$ cat config.mk
export PLATFORM = sky130hd
export DESIGN_NAME = fwao_ctrl
export DESIGN_NICKNAME = d
export VERILOG_FILES = /design/src/rtl/fwao_pkg.sv /design/src/rtl/fwao_ctrl.sv
export SDC_FILE = /design/constraint.sdc
export NUM_CORES = 1
export LEC_CHECK = 0
export BUFFER_PORTS_ARGS = -buffer_cell sky130_fd_sc_hd__buf_2
export CELL_PAD_IN_SITES_DETAIL_PLACEMENT = 1
export CELL_PAD_IN_SITES_GLOBAL_PLACEMENT = 1
export CORE_UTILIZATION = 27
export DETAILED_ROUTE_END_ITERATION = 8
export PLACE_DENSITY = 0.64
export SLEW_MARGIN = 20
export SYNTH_ARGS = -nofsm -noshare
export SYNTH_HDL_FRONTEND = slang
export SYNTH_SLANG_ARGS = --single-unit
$ cat constraint.sdc
create_clock -name clk_i -period 2.7 [get_ports clk_i]
set_input_delay 0.405 -clock clk_i [delete_from_list [all_inputs] [get_ports clk_i]]
set_output_delay 0.405 -clock clk_i [all_outputs]
set_load 0.01 [all_outputs]
$ cat src/rtl/fwao_pkg.sv
// Shared types and constants of the force-weighted axis orientation block.
// Used by fwao_ctrl, fwao_dp and the top level; depends on nothing else.
`timescale 1ns / 1ps
`default_nettype none
package fwao_pkg;

  typedef struct packed {
    logic signed [31:0] edge_dx;
    logic signed [31:0] edge_dy;
    logic signed [31:0] force_a;
    logic signed [31:0] force_b;
    logic signed [31:0] force_c;
    logic signed [31:0] force_d;
    logic               cell_active;
    logic               last_wall;
  } in_word_t;

  typedef struct packed {
    logic signed [15:0] dir_x;
    logic signed [15:0] dir_y;
  } out_word_t;

  // Register indexes of the configuration port.
  localparam logic CFG_PERP   = 1'b0;
  localparam logic CFG_NTERMS = 1'b1;

  localparam int CNT_W = 6;
  localparam logic [CNT_W-1:0] WALL_DIV_STEPS = 6'd31;
  localparam logic [CNT_W-1:0] HALF_DIV_STEPS = 6'd29;
  localparam logic [CNT_W-1:0] SUM_ROOT_STEPS = 6'd32;
  localparam logic [CNT_W-1:0] Q_ROOT_STEPS   = 6'd15;
  localparam int SUM_ROOT_BIT = 62;
  localparam int Q_ROOT_BIT   = 28;
  localparam logic signed [15:0] ONE_Q14 = 16'sd16384;

  typedef enum logic [4:0] {
    OP_NONE,
    OP_LOAD,
    OP_CLEAR,
    OP_NORM,
    OP_SQA,
    OP_SQB,
    OP_CROSS,
    OP_DIV_WALL,
    OP_DIV_HALF,
    OP_DIV_STEP,
    OP_MUL_LO,
    OP_MUL_HI,
    OP_COMBINE,
    OP_ACC,
    OP_HLOAD,
    OP_ROOT_SUM,
    OP_ROOT_Q,
    OP_ROOT_STEP,
    OP_SAVE_X,
    OP_EMIT
  } dp_op_e;

  typedef struct packed {
    dp_op_e op;
    logic   sel;   // selects the sine lane where an operation has two
  } dp_cmd_t;

  typedef struct packed {
    logic in_active;
    logic in_last;
    logic last;
    logic norm_w_ok;
    logic norm_h_ok;
    logic cnt_zero;
    logic root_zero;
    logic out_full;
  } dp_status_t;

endpackage
`default_nettype wire

$ cat src/rtl/fwao_ctrl.sv
// Sequencer of the orientation block: steps the datapath through wall trig,
// force weighting, accumulation and the half-angle evaluation. Uses fwao_pkg.
`timescale 1ns / 1ps
`default_nettype none
module fwao_ctrl (
  input  wire logic                 clk_i,
  input  wire logic                 rst_ni,
  input  wire logic                 in_valid_i,
  output logic                      in_stall_o,
  input  wire fwao_pkg::dp_status_t st_i,
  output fwao_pkg::dp_cmd_t         cmd_o
);

  typedef enum logic [4:0] {
    S_IDLE, S_WNORM, S_WSQA, S_WSQB, S_WCROSS, S_WDINIT, S_WDIV,
    S_CLO, S_CHI, S_CCMB, S_SLO, S_SHI, S_SCMB, S_ACC,
    S_HLOAD, S_HNORM, S_HSQA, S_HSQB, S_HRINIT, S_HROOT, S_HDINIT, S_HDIV,
    S_XRINIT, S_XROOT, S_XSAVE, S_YRINIT, S_YROOT, S_EMIT
  } state_e;

  state_e state_q, state_d;

  assign in_stall_o = state_q != S_IDLE;

  always_comb begin
    state_d    = state_q;
    cmd_o.op   = fwao_pkg::OP_NONE;
    cmd_o.sel  = 1'b0;
    case (state_q)
      S_IDLE: begin
        if (in_valid_i) begin
          if (st_i.in_active) begin
            cmd_o.op = fwao_pkg::OP_LOAD;
            state_d  = S_WNORM;
          end else if (st_i.in_last) begin
            cmd_o.op = fwao_pkg::OP_CLEAR;
          end
        end
      end
      S_WNORM: begin
        if (st_i.norm_w_ok) begin
          cmd_o.op = fwao_pkg::OP_SQA;
          state_d  = S_WSQB;
        end else begin
          cmd_o.op = fwao_pkg::OP_NORM;
        end
      end
      S_WSQA:   begin cmd_o.op = fwao_pkg::OP_SQA; state_d = S_WSQB; end
      S_WSQB:   begin cmd_o.op = fwao_pkg::OP_SQB; state_d = S_WCROSS; end
      S_WCROSS: begin cmd_o.op = fwao_pkg::OP_CROSS; state_d = S_WDINIT; end
      S_WDINIT: begin cmd_o.op = fwao_pkg::OP_DIV_WALL; state_d = S_WDIV; end
      S_WDIV: begin
        if (st_i.cnt_zero) state_d = S_CLO;
        else cmd_o.op = fwao_pkg::OP_DIV_STEP;
      end
      S_CLO:  begin cmd_o.op = fwao_pkg::OP_MUL_LO; state_d = S_CHI; end
      S_CHI:  begin cmd_o.op = fwao_pkg::OP_MUL_HI; state_d = S_CCMB; end
      S_CCMB: begin cmd_o.op = fwao_pkg::OP_COMBINE; state_d = S_SLO; end
      S_SLO:  begin cmd_o.op = fwao_pkg::OP_MUL_LO; cmd_o.sel = 1'b1; state_d = S_SHI; end
      S_SHI:  begin cmd_o.op = fwao_pkg::OP_MUL_HI; cmd_o.sel = 1'b1; state_d = S_SCMB; end
      S_SCMB: begin cmd_o.op = fwao_pkg::OP_COMBINE; cmd_o.sel = 1'b1; state_d = S_ACC; end
      S_ACC: begin
        cmd_o.op = fwao_pkg::OP_ACC;
        state_d  = st_i.last ? S_HLOAD : S_IDLE;
      end
      // The load also clears the sums for the next cell.
      S_HLOAD: begin cmd_o.op = fwao_pkg::OP_HLOAD; state_d = S_HNORM; end
      S_HNORM: begin
        if (st_i.norm_h_ok) begin
          cmd_o.op = fwao_pkg::OP_SQA;
          state_d  = S_HSQB;
        end else begin
          cmd_o.op = fwao_pkg::OP_NORM;
        end
      end
      S_HSQA:   begin cmd_o.op = fwao_pkg::OP_SQA; state_d = S_HSQB; end
      S_HSQB:   begin cmd_o.op = fwao_pkg::OP_SQB; state_d = S_HRINIT; end
      S_HRINIT: begin cmd_o.op = fwao_pkg::OP_ROOT_SUM; state_d = S_HROOT; end
      S_HROOT: begin
        if (st_i.cnt_zero) state_d = S_HDINIT;
        else cmd_o.op = fwao_pkg::OP_ROOT_STEP;
      end
      S_HDINIT: begin
        cmd_o.op = fwao_pkg::OP_DIV_HALF;
        state_d  = st_i.root_zero ? S_EMIT : S_HDIV;
      end
      S_HDIV: begin
        if (st_i.cnt_zero) state_d = S_XRINIT;
        else cmd_o.op = fwao_pkg::OP_DIV_STEP;
      end
      S_XRINIT: begin cmd_o.op = fwao_pkg::OP_ROOT_Q; state_d = S_XROOT; end
      S_XROOT: begin
        if (st_i.cnt_zero) state_d = S_XSAVE;
        else cmd_o.op = fwao_pkg::OP_ROOT_STEP;
      end
      S_XSAVE:  begin cmd_o.op = fwao_pkg::OP_SAVE_X; state_d = S_YRINIT; end
      S_YRINIT: begin cmd_o.op = fwao_pkg::OP_ROOT_Q; cmd_o.sel = 1'b1; state_d = S_YROOT; end
      S_YROOT: begin
        if (st_i.cnt_zero) state_d = S_EMIT;
        else cmd_o.op = fwao_pkg::OP_ROOT_STEP;
      end
      S_EMIT: begin
        if (!st_i.out_full) begin
          cmd_o.op = fwao_pkg::OP_EMIT;
          state_d  = S_IDLE;
        end
      end
      default: state_d = S_IDLE;
    endcase
  end

  always_ff @(posedge clk_i or negedge rst_ni) begin
    if (!rst_ni) begin
      state_q <= S_IDLE;
    end else begin
      state_q <= state_d;
    end
  end

endmodule
`default_nettype wire
==> impl_metrics.csv <==
group,metric,value,unit
detailed_routing,drt_iter0_markers,28,
cts,path_clk_slew,0.04,ns
global_routing,grt_use_total,19.3,%
sta,setup-violations-final,0,
worst_hold_path,hold_path_class,"in -> reg",
layout,layout-drive-gt1-share,24.8,%
yosys,synth.area.top_cells,"dfrtp_1, nand2_1, a21oi_1, o21ai_0, nor2_1",
sta,fmax,397,MHz
worst_setup_path,cp.arrival,2.11,ns
cts,cts_tree,"built",
power,p_sw,0.719,mW
global_routing,grt_max_degree,23,
worst_setup_path,crit_chain,"or4_1 > a21oi_1 > or3_4 > a21oi_1 > o21ai_1 > buf_2",
placement,dp_hpwl,2240,um
floorplanning,num_rows,19,
layout,layout.nets,149,
detailed_routing,viasPerCell,6.18,
run,cap_viol_max_count,0,
layout,multi_input_area,614,sq um
cts,clk_latency,0.24,ns
layout,fillCellCount,368,
detailed_routing,wirelength,2970,um
placement,gp_congestion,0.836,
power,power_frac_comb,74.0,%
yosys,synth-seq-cells,5,
power,internal-power,0.583,mW
yosys,yosysWarnings,0,
cts,clockRootBuffer,"clkbuf_4",
cts,htree_levels,1,
layout,top_register,"state_q",
yosys,yosys.area.top_type,"dfrtp_1",
sta,drv_slew,0,
sta,tns,0,ns
sta,clock_skew,0.00101,ns
detailed_routing,vias,1038,
floorplanning,die_w,56.9,um
detailed_routing,wl_met1,1280,um
floorplanning,start_util,29.0,%
sta,period_share,93.3,%
detailed_routing,drc,4,
yosys,postSynth.asyncResetShare,100,%
worst_setup_path,critPathKind,"reg -> out",
worst_setup_path,cp.buffers_inverters,1,
yosys,ys_top_cells_by_count,"nand2_1, nor2_1, a21oi_1",
worst_setup_path,cp_top_family,"simple AND/OR/NAND/NOR gates",
placement,placed_area,931,sq um
cts,cts_buffer_depth,2,
sta,tightest_slew,0.667,ns
floorplanning,core,0.00281,sq mm
layout,syn2layout_area_growth,18.9,%
layout,largest_register_ffs,5,
layout,fin_cells,168,
global_routing,grt_pass1_vias,1039,
detailed_routing,wl_met3,158,um
worst_setup_path,cp_slowest_cell,"dfrtp_1",
worst_setup_path,cp_common_cell,"a21oi_1",
sta,slew-limit-headroom,55.6,%
power,power_density,1340,mW/mm^2
yosys,synth.most_common_cell,"nand2_1",
run_status,violations,"design-rule violations",
yosys,synth_top_cell_area_share,15.4,%
layout,insertedDiodeCount,0,
layout,final_area,968,sq um
yosys,synth-edff-count,0,
placement,port_buffers,17,
power,switching_share,55.2,%
worst_setup_path,slowest_delay,0.62,ns
detailed_routing,top_layer,"met4",
placement,dp_cells,163,
worst_setup_path,crit_fanout,22,
detailed_routing,wl_met2,1450,um
yosys,ys_types,46,
detailed_routing,final_antenna_net_count,0,
placement,preCtsSetupSlack,0.391,ns
floorplanning,die_h,56.9,um
layout,seqCellArea,126,sq um
yosys,synth_flop_cell,"dfrtp_1",
worst_setup_path,cp-start-kind,"flop",
worst_setup_path,cp-end-kind,"primary output",
global_routing,grt_pass1_wl,4860,um
sta,layout_setup_ws,0.181,ns
sta,fin_crit,2.52,ns
yosys,syn_nets,131,
floorplanning,die-area,0.00324,sq mm
power,p_leak,0.402,nW
run_status,status,"complete, but fails checks",
cts,clock_sinks,5,
detailed_routing,drtPass1Iterations,6,
yosys,synth_area,815,sq um
global_routing,grt_antenna_before_repair,0,
cts,postCtsSetupBuffers,0,
yosys,synth_seq_area_share,15.4,%
sta,rsz0062_at_grt,"false",
sta,finalHoldViolCount,0,
power,pwr-share-clk,6.6,%
yosys,synth_area_per_cell,6.79,sq um
power,irDropWorstVdd,383,uV
layout,reg_top3,"state_q x5",
cts,cts_buffers,3,
worst_setup_path,required,2.30,ns
power,finalPower,1.30,mW
global_routing,grt_overflow_total,0,
yosys,syn_inst,120,
detailed_routing,post_drt_wl_per_cell,17.7,um
power,seqPwrFrac,19.4,%
floorplanning,ioPinCount,18,
-- tightest hold or removal path, stage by stage --
cell and delay (ns):
buf_2 0.11, nand2_1 0.07, o32ai_1 0.08
-- power groups by stage --
stage                     sequential (mW)  clock, mW  combinational [mW]
after floorplan                     0.138          0               0.769
after detailed placement            0.248          0               0.959
after global placement              0.243          0               0.934
final                               0.253     0.0858               0.963
after CTS                           0.246     0.0896               0.962
after global routing                0.262     0.0946                1.05
-- per-layer routing --
layer / GRT usage [%] / vias up
met3: 3.00 / 8
met2: 32.4 / 46
met1: 24.0 / 495
met5: 0 / -
li1: - / 489
met4: 9.06 / 0
-- stage by stage --
stage / hold slack, ns / utilization [%]
2_1_floorplan: 0.109 / -
3_3_place_gp: 0.219 / 33.2
3_5_place_dp: 0.223 / 33.2
4_1_cts: 0.469 / 34.5
5_1_grt: 0.518 / 34.5
6_report: 0.474 / 34.5
-- kinds of logic (layout without fill, tap and decap cells) --
family	count (synthesis)	after routing	share of synthesized area, %
AND/OR/NAND/NOR	48	48	31.0
multiplexers	3	3	3.84
XOR/XNOR	1	1	1.08
flip-flops	5	5	15.4
buffers and inverters	17	34	9.22
AO/OA/AOI/OAI	46	46	39.5
-- cell usage in the layout, fill, tap and decap left out, drive strengths merged, types with 2 or more instances in the layout --
master,count
nand2,15
a221o,2
nand3,3
nand2b,4
nor2,10
a31oi,3
dfrtp,5
o211ai,3
or4,2
nor3,3
buf,23
a21oi,9
or2,3
clkbuf,4
o21ai,9
inv,6
o22a,2
o221ai,2
o32ai,2
nand4b,2
mux2i,2
o22ai,3
nor4,2
-- path summary, 6_finish.rpt --
| check | from | to | slack [ns] | cells after the start |
|---|---|---|---|---|
| min in group asynchronous | rst_ni | state_q[4]$_DFFE_PN0P_ | 0.51 | 2 |
| max | state_q[1]$_DFFE_PN0P_ | cmd_o[1] | 0.18 | 6 |
| min | st_i[3] | state_q[4]$_DFFE_PN0P_ | 0.47 | 3 |
| max in group asynchronous | rst_ni | state_q[2]$_DFFE_PN0P_ | 2.05 | 2 |
| max reg2reg | state_q[1]$_DFFE_PN0P_ | state_q[4]$_DFFE_PN0P_ | 0.43 | 5 |
| min reg2reg | state_q[2]$_DFFE_PN0P_ | state_q[2]$_DFFE_PN0P_ | 0.74 | 1 |
-- final cells by class --
| type | instances | area share (%) |
|---|---|---|
| well taps | 31 | 4.01 |
| inverters | 6 | 2.33 |
| repair buffers | 24 | 14.5 |
| multi-input cells | 98 | 63.4 |
| clock buffers | 4 | 2.71 |
| flip-flops and latches | 5 | 13.0 |
-- repair_timing --
item,4_1_cts,5_1_grt
hold buffers,1,0
endpoints found under the hold margin,5,0
gates resized for setup,0,1
endpoints found under the setup margin,0,1
Power figures use the tool's default switching activity.
